### config.mk
export PLATFORM = sky130hd
export DESIGN_NAME = virtual_periodic_timer_bank_top
export DESIGN_NICKNAME = d
export VERILOG_FILES = /design/src/hdl/vptb_pkg.sv /design/src/hdl/vptb_cell.sv /design/src/hdl/virtual_periodic_timer_bank_top.sv
export SDC_FILE = /design/constraint.sdc
export NUM_CORES = 1
export LEC_CHECK = 0
export ABC_AREA = 1
export BUFFER_PORTS_ARGS = -buffer_cell sky130_fd_sc_hd__buf_4
export CAP_MARGIN = 20
export CORE_UTILIZATION = 40
export DETAILED_ROUTE_END_ITERATION = 12
export HOLD_SLACK_MARGIN = 0.05
export PLACE_DENSITY = 0.64
export SYNTH_ARGS = -nofsm -noshare
export SYNTH_HDL_FRONTEND = slang
export SYNTH_SLANG_ARGS = --single-unit
### constraint.sdc
create_clock -name clk_i -period 4.5 [get_ports clk_i]
set_input_delay 0.675 -clock clk_i [delete_from_list [all_inputs] [get_ports clk_i]]
set_output_delay 0.675 -clock clk_i [all_outputs]
set_load 0.01 [all_outputs]
### src/hdl/vptb_pkg.sv
// ============================================================================
// vptb_pkg: shared types and constants of the virtual periodic timer bank
// Holds the bank size, field widths, request and status codes, the beat
// that walks the cell chain and the countdown reload function.
// ============================================================================
`default_nettype none

package vptb_pkg;

  localparam int unsigned CHANNELS       = 8;
  localparam int unsigned BASE_RATE_LOG2 = 10;

  localparam int unsigned CH_W    = 3;
  localparam int unsigned REQ_W   = 3;
  localparam int unsigned RATE_W  = 32;
  localparam int unsigned RLOG_W  = 5;
  localparam int unsigned EXP_W   = 4;
  localparam int unsigned CD_W    = BASE_RATE_LOG2 + 1;
  localparam int unsigned CNT_W   = 16;
  localparam int unsigned ST_W    = 2;

  localparam int unsigned BASE_RATE = 1 << BASE_RATE_LOG2;
  localparam logic [EXP_W-1:0] DEFAULT_EXP = EXP_W'(1);

  // Request codes as they arrive on req_type.
  localparam logic [REQ_W-1:0] REQ_TICK  = REQ_W'(0);
  localparam logic [REQ_W-1:0] REQ_OPEN  = REQ_W'(1);
  localparam logic [REQ_W-1:0] REQ_CLOSE = REQ_W'(2);
  localparam logic [REQ_W-1:0] REQ_RATE  = REQ_W'(3);
  localparam logic [REQ_W-1:0] REQ_READ  = REQ_W'(4);

  // Result status codes.
  localparam logic [ST_W-1:0] ST_OK        = ST_W'(0);
  localparam logic [ST_W-1:0] ST_NOT_READY = ST_W'(1);
  localparam logic [ST_W-1:0] ST_BAD_RATE  = ST_W'(2);
  localparam logic [ST_W-1:0] ST_NOT_OPEN  = ST_W'(3);

  // Decoded operation carried along the chain.
  typedef enum logic [2:0] {
    OP_NOP   = 3'd0,
    OP_TICK  = 3'd1,
    OP_OPEN  = 3'd2,
    OP_CLOSE = 3'd3,
    OP_RATE  = 3'd4,
    OP_READ  = 3'd5
  } op_e;

  // One request beat moving from cell to cell.
  typedef struct packed {
    logic              valid;
    op_e               op;
    logic              pending;   // addressed cell not reached yet
    logic [CH_W-1:0]   hops;      // cells left before the addressed one
    logic              rate_ok;
    logic [EXP_W-1:0]  rate_exp;
    logic [ST_W-1:0]   status;
    logic [CNT_W-1:0]  count;
  } tok_t;

  function automatic logic [CD_W-1:0] reload(input logic [EXP_W-1:0] e);
    logic [CD_W-1:0] base;
    base = CD_W'(BASE_RATE);
    return base >> e;
  endfunction

endpackage

`default_nettype wire

### src/hdl/vptb_cell.sv
// ============================================================================
// vptb_cell: one timer channel of the chain
// Holds the state of one channel, applies the passing request beat to it
// and registers the updated beat for the next cell.
// ============================================================================
`default_nettype none

module vptb_cell (
  input  wire logic         clk_i,
  input  wire logic         rst_ni,
  input  wire vptb_pkg::tok_t tok_i,
  output vptb_pkg::tok_t    tok_o
);

  logic                         open_q, open_d;
  logic [vptb_pkg::EXP_W-1:0]   exp_q, exp_d;
  logic [vptb_pkg::CD_W-1:0]    cd_q, cd_d;
  logic [vptb_pkg::CNT_W-1:0]   total_q, total_d;
  logic                         flag_q, flag_d;
  vptb_pkg::tok_t               tok_q, tok_d;

  logic                         hit;
  logic [vptb_pkg::CD_W-1:0]    cd_dec;

  assign hit    = tok_i.valid && tok_i.pending && (tok_i.hops == '0);
  assign cd_dec = (cd_q != '0) ? cd_q - vptb_pkg::CD_W'(1) : cd_q;

  always_comb begin
    open_d  = open_q;
    exp_d   = exp_q;
    cd_d    = cd_q;
    total_d = total_q;
    flag_d  = flag_q;
    tok_d   = tok_i;

    if (tok_i.pending) begin
      if (hit) begin
        tok_d.pending = 1'b0;
      end else begin
        tok_d.hops = tok_i.hops - vptb_pkg::CH_W'(1);
      end
    end

    if (tok_i.valid) begin
      unique case (tok_i.op)
        vptb_pkg::OP_TICK: begin
          if (open_q) begin
            cd_d = cd_dec;
            if (cd_dec == '0) begin
              cd_d    = vptb_pkg::reload(exp_q);
              total_d = total_q + vptb_pkg::CNT_W'(1);
              flag_d  = 1'b1;
            end
          end
        end
        vptb_pkg::OP_OPEN: begin
          if (hit) begin
            open_d  = 1'b1;
            exp_d   = vptb_pkg::DEFAULT_EXP;
            cd_d    = vptb_pkg::reload(vptb_pkg::DEFAULT_EXP);
            total_d = '0;
            flag_d  = 1'b0;
          end
        end
        vptb_pkg::OP_CLOSE: begin
          if (hit) begin
            open_d = 1'b0;
          end
        end
        vptb_pkg::OP_RATE: begin
          if (hit && open_q) begin
            if (tok_i.rate_ok) begin
              exp_d        = tok_i.rate_exp;
              cd_d         = vptb_pkg::reload(tok_i.rate_exp);
              total_d      = '0;
              flag_d       = 1'b0;
              tok_d.status = vptb_pkg::ST_OK;
            end else begin
              tok_d.status = vptb_pkg::ST_BAD_RATE;
            end
          end
        end
        vptb_pkg::OP_READ: begin
          if (hit && open_q) begin
            if (flag_q) begin
              tok_d.status = vptb_pkg::ST_OK;
              tok_d.count  = total_q;
              total_d      = '0;
              flag_d       = 1'b0;
            end else begin
              tok_d.status = vptb_pkg::ST_NOT_READY;
            end
          end
        end
        default: begin
        end
      endcase
    end
  end

  always_ff @(posedge clk_i or negedge rst_ni) begin
    if (!rst_ni) begin
      open_q  <= 1'b0;
      exp_q   <= '0;
      cd_q    <= '0;
      total_q <= '0;
      flag_q  <= 1'b0;
      tok_q   <= '0;
    end else begin
      open_q  <= open_d;
      exp_q   <= exp_d;
      cd_q    <= cd_d;
      total_q <= total_d;
      flag_q  <= flag_d;
      tok_q   <= tok_d;
    end
  end

  assign tok_o = tok_q;

endmodule

`default_nettype wire

### src/hdl/virtual_periodic_timer_bank_top.sv
// ============================================================================
// virtual_periodic_timer_bank_top: bank of virtual periodic timers
// Decodes a request, sends it as a beat down a chain of channel cells and
// returns one result per request from the end of the chain.
// ============================================================================
//
// Channel   Handshake                        Payload
// --------  -------------------------------  ----------------------------------
// request   start high while busy is low     req_type_i, channel_i,
//                                            requested_rate_i
// result    done_o high for one cycle        status_o, tick_count_o
//
// From acceptance to its result, every request passes through the decode
// register and then each channel cell in turn, as the beat visits every cell.
// busy stays high from the accepting edge until the edge at which the
// result appears, so a new request may be accepted in the result cycle.
// The receiver cannot stall; the result is shown exactly once.
// The asynchronous active-low reset clears every channel and the chain.
//
`default_nettype none

module virtual_periodic_timer_bank_top (
  input  wire logic                           clk_i,
  input  wire logic                           rst_ni,
  input  wire logic                           start,
  output logic                                busy,
  input  wire logic [vptb_pkg::REQ_W-1:0]     req_type_i,
  input  wire logic [vptb_pkg::CH_W-1:0]      channel_i,
  input  wire logic [vptb_pkg::RATE_W-1:0]    requested_rate_i,
  output logic                                done_o,
  output logic [vptb_pkg::ST_W-1:0]           status_o,
  output logic [vptb_pkg::CNT_W-1:0]          tick_count_o
);

  // tok[k] is the beat entering cell k; tok[CHANNELS] leaves the chain.
  vptb_pkg::tok_t tok [vptb_pkg::CHANNELS+1];

  vptb_pkg::tok_t             entry_q, entry_d;
  logic                       busy_q, busy_d;
  logic                       accept;
  logic                       rate_pow2;
  logic [vptb_pkg::RLOG_W-1:0] rate_log;

  assign accept = start && !busy_q;

  // A power of two has exactly one bit set, so its exponent is the
  // OR of the indexes of the set bits.
  assign rate_pow2 = (requested_rate_i != '0) &&
                     ((requested_rate_i & (requested_rate_i - vptb_pkg::RATE_W'(1))) == '0);

  always_comb begin
    rate_log = '0;
    for (int i = 0; i < vptb_pkg::RATE_W; i++) begin
      if (requested_rate_i[i]) begin
        rate_log = rate_log | vptb_pkg::RLOG_W'(i);
      end
    end
  end

  // Decode the request into the beat that enters the first cell.
  always_comb begin
    entry_d          = '0;
    entry_d.valid    = accept;
    entry_d.pending  = (32'(channel_i) < vptb_pkg::CHANNELS);
    entry_d.hops     = channel_i;
    entry_d.rate_ok  = rate_pow2 && (32'(rate_log) <= vptb_pkg::BASE_RATE_LOG2);
    entry_d.rate_exp = rate_log[vptb_pkg::EXP_W-1:0];
    entry_d.status   = vptb_pkg::ST_OK;
    entry_d.count    = '0;
    unique case (req_type_i)
      vptb_pkg::REQ_TICK:  entry_d.op = vptb_pkg::OP_TICK;
      vptb_pkg::REQ_OPEN:  entry_d.op = vptb_pkg::OP_OPEN;
      vptb_pkg::REQ_CLOSE: entry_d.op = vptb_pkg::OP_CLOSE;
      vptb_pkg::REQ_RATE: begin
        entry_d.op     = vptb_pkg::OP_RATE;
        entry_d.status = vptb_pkg::ST_NOT_OPEN;
      end
      vptb_pkg::REQ_READ: begin
        entry_d.op     = vptb_pkg::OP_READ;
        entry_d.status = vptb_pkg::ST_NOT_OPEN;
      end
      default:             entry_d.op = vptb_pkg::OP_NOP;
    endcase
  end

  // The bank is busy until the beat reaches the last cell.
  always_comb begin
    busy_d = busy_q;
    if (accept) begin
      busy_d = 1'b1;
    end else if (tok[vptb_pkg::CHANNELS-1].valid) begin
      busy_d = 1'b0;
    end
  end

  always_ff @(posedge clk_i or negedge rst_ni) begin
    if (!rst_ni) begin
      entry_q <= '0;
      busy_q  <= 1'b0;
    end else begin
      entry_q <= entry_d;
      busy_q  <= busy_d;
    end
  end

  assign tok[0] = entry_q;

  for (genvar k = 0; k < vptb_pkg::CHANNELS; k++) begin : g_cell
    vptb_cell u_cell (
      .clk_i  (clk_i),
      .rst_ni (rst_ni),
      .tok_i  (tok[k]),
      .tok_o  (tok[k+1])
    );
  end

  assign busy         = busy_q;
  assign done_o       = tok[vptb_pkg::CHANNELS].valid;
  assign status_o     = tok[vptb_pkg::CHANNELS].status;
  assign tick_count_o = tok[vptb_pkg::CHANNELS].count;

endmodule

`default_nettype wire

==> results_dict.tcl <==
set metrics [dict create \
    r2r-start "g_cell[1].u_cell.cd_q[0]" \
    post_cts_buffers 0 \
    h-tree-depth 2 \
    multiInputGateArea_um2 14190 \
    stdcell_count 5029 \
    ys_top_cells_by_count "nand2_1, nor2_1, dfrtp_1" \
    rows 98 \
    hold_path_class "in -> async" \
    fin_crit_sh 0.7379 \
    cts-root-buf "clkbuf_16" \
    die_w_um 272.8 \
    drt_iter0_markers 1954 \
    grt_pass1_vias 24250 \
    r2r_setup_slack_ns 1.18 \
    ys_seq_area_frac 0.4384 \
    die_h_um 272.8 \
    cp_common_cell "nand2_2" \
    gr-usage-all-layers 0.1837 \
    grt_max_degree 101 \
    cp_top_family "simple AND/OR/NAND/NOR gates" \
    diodes 0 \
    synth_cell_types 55 \
    rsz0062_at_grt "false" \
    synth_edf_count 0 \
    reg2reg_depth 12 \
    slew_viol_final 0 \
    layout.nets 4113 \
    hold_viol 0 \
    clkLatencyLatePin_ns 0.62 \
    antenna_found_initial 0 \
    finalSetupViolations 0 \
    r2r-end "g_cell[1].u_cell.total_q[11]" \
    power_leakage_nw 15.81 \
    syn_area_um2 29340 \
    worstSetupStartpointType "flip-flop" \
    cpPeakStageDelay_ns 0.55 \
    drive_above_1_share 0.07477 \
    ys_ff_latch 514 \
    fin_crit_ns 3.320 \
    place_ws_ns 1.190 \
    drc 0 \
    wl_per_cell_um 13.62 \
    crit_slowest_cell "nor2_1" \
    firstDrtPassIters 9 \
    cts.sinks 514 \
    cts_buffers 55 \
    p_per_area_nw_per_um2 299.2 \
    yosysTopAreaCell "dfrtp_1" \
    outcome "completed" \
    crit_fanout 32 \
    crit_arrival_ns 3.83 \
    syn_to_final_growth_pct 10.29 \
    setup_slack_ns 1.180 \
    postSynthCellCount 4026 \
    die_area_um2 74440 \
    cap_viol_max_count 0 \
    clock_skew_ns 0.04533 \
    p_total_mw 9.680 \
    synthesis.nets 4098 \
    worstMarginPinSlew_ns 1.025 \
    max_slew_margin 0.3149 \
    tns_ns 0 \
    cts_hold_buf 0 \
    cts.clk_slew.worst_paths_ns 0.07 \
    dp_cells 4933 \
    syn-mean-instance-area_um2 7.287 \
    coreArea_um2 71980 \
    cts_resized 0 \
    num_io_pins 61 \
    synth_top_area_share 0.4384 \
    num_vias 25640 \
    grt_pass1_wl_um 115600 \
    synth-async-reset-ratio 1.000 \
    port_buffers 60 \
    clock_path_buffers 3 \
    fmax_ghz 0.3012 \
    path_class "reg -> reg" \
    irDropWorstVdd_uv 343.1 \
    synth-main-ff-cell "dfrtp_1" \
    n_fill_cell 7156 \
    place.gp.congestion 0.8934 \
    initial_core_util 0.4076 \
    cp-end-kind "flip-flop" \
    dp_hpwl_um 50010 \
    synth.most_common_cell "nand2_1" \
    cp.required_ns 5.01 \
    path_cells "inv_1 -> ha_1 -> nand2_1 -> nor2_2 -> nand2_2 -> o21ai_2 -> nand3_1 -> nor2_1 -> nand2_2 -> nand2_2 -> nand3_2 -> o21ai_1" \
    wirelength_um 68500 \
    worst-path-buf-inv 1 \
    globalRouteOverflowTotal 0 \
    seqCellArea_um2 12860 \
    synthTopCellsByArea "dfrtp_1, nand2_1, nor2_1, nand3_1, inv_1" \
    yosysWarnings 0 \
    ant_nets 0 \
    viasPerCell 5.099 \
    cts_tree "built" \
]
metal layers:
| metal | wire length [um] | track usage | share of wire | vias up |
|---|---|---|---|---|
| met1 | 31050 | 0.2414 | 0.45 | 11760 |
| met2 | 32880 | 0.3136 | 0.48 | 584 |
| met3 | 2850 | 0.02355 | 0.042 | 118 |
| li1 | - | - | - | 13180 |
| met4 | 1725 | 0.05677 | 0.025 | 0 |
| met5 | 0 | 0 | 0 | - |
cell usage in the layout, fill, tap and decap left out, types with 11 or more instances in the layout:
| cell | netlist | layout |
|---|---|---|
| a21oi_1 | 133 | 133 |
| buf_4 | 4 | 72 |
| clkbuf_16 | 0 | 55 |
| clkinv_2 | 0 | 11 |
| dfrtp_1 | 514 | 514 |
| ha_1 | 31 | 31 |
| inv_1 | 445 | 445 |
| inv_2 | 14 | 14 |
| mux2_2 | 31 | 31 |
| nand2_1 | 1028 | 1028 |
| nand2_2 | 25 | 25 |
| nand3_1 | 340 | 340 |
| nand3b_1 | 16 | 16 |
| nand4_1 | 164 | 164 |
| nor2_1 | 538 | 538 |
| nor2_2 | 17 | 17 |
| nor3_1 | 136 | 136 |
| nor4_1 | 35 | 35 |
| o21ai_0 | 199 | 199 |
| o21ai_1 | 40 | 40 |
| o21ai_2 | 11 | 11 |
| o22ai_1 | 13 | 13 |
| xnor2_1 | 16 | 16 |
| xor2_1 | 51 | 51 |
through the flow:
stage               cell area (um2)  utilization  hold slack, ns
floorplan                     29340            -          0.3465
global placement              30600       0.4252          0.3785
detailed placement            30600       0.4252          0.3763
CTS                           32350       0.4495         0.08785
global route                  32360       0.4496          0.1003
finish                        32360       0.4496         0.05283
cell type report:
cell class / count / share of cell area
Multi-Input combinational cell: 2932 / 0.4386
Sequential cell: 514 / 0.3975
Inverter: 461 / 0.05348
Clock buffer: 72 / 0.04667
Tap cell: 950 / 0.03673
Timing Repair Buffer: 77 / 0.01964
Clock inverter: 23 / 0.007385
where the power goes:
group	switching [mW]	internal, mW
registers	0.0580	4.72
logic	0.348	0.138
clock network	1.89	2.53
total	2.29	7.39
worst reg2reg max path, delay by kind of cell (launching register included):
| kind | cells | cell delay [ns] |
|---|---|---|
| DFF | 1 | 0.39 |
| buffers and inverters | 1 | 0.18 |
| adders and majority gates | 1 | 0.24 |
| AOI/OAI and AO/OA | 2 | 0.51 |
| and+or+nand+nor | 8 | 1.92 |
how the worst max path moves through the flow:
| stage | start | end | slack, ns | cells past startpoint |
|---|---|---|---|---|
| finish | g_cell[1].u_cell.cd_q[0] | g_cell[1].u_cell.total_q[11] | 1.18 | 12 |
| global route | g_cell[1].u_cell.cd_q[0] | g_cell[1].u_cell.total_q[9] | 0.86 | 13 |
| CTS | g_cell[1].u_cell.cd_q[0] | g_cell[1].u_cell.total_q[8] | 1.22 | 12 |
| detailed placement | g_cell[1].u_cell.cd_q[0] | g_cell[1].u_cell.total_q[8] | 1.19 | 12 |
| global placement | g_cell[1].u_cell.cd_q[0] | g_cell[1].u_cell.total_q[15] | 1.31 | 13 |
| floorplan | g_cell[2].u_cell.cd_q[0] | g_cell[2].u_cell.total_q[8] | 2.25 | 16 |
cells by family after synthesis:
| family | Yosys count | share of synthesized area |
|---|---|---|
| muxes | 33 | 0.01258 |
| DFF | 514 | 0.4384 |
| buffers and inverters | 580 | 0.07787 |
| and+or+nand+nor | 2353 | 0.3548 |
| xor gates and xnor gates | 67 | 0.02000 |
| adders and majority gates | 32 | 0.01356 |
| AOI/OAI and AO/OA | 446 | 0.08265 |
| other | 1 | 0.0001278 |
sequential cells by signal, summed over array words and instances (netlist names):
signal / count
busy: 1
g_cell.u_cell.total_q: 128
g_cell.u_cell.exp_q: 32
entry_q: 13
g_cell.u_cell.cd_q: 88
g_cell.u_cell.open_q: 8
g_cell.u_cell.tok_o: 236
g_cell.u_cell.flag_q: 8
No activity file was read; power rests on OpenSTA's default activity.
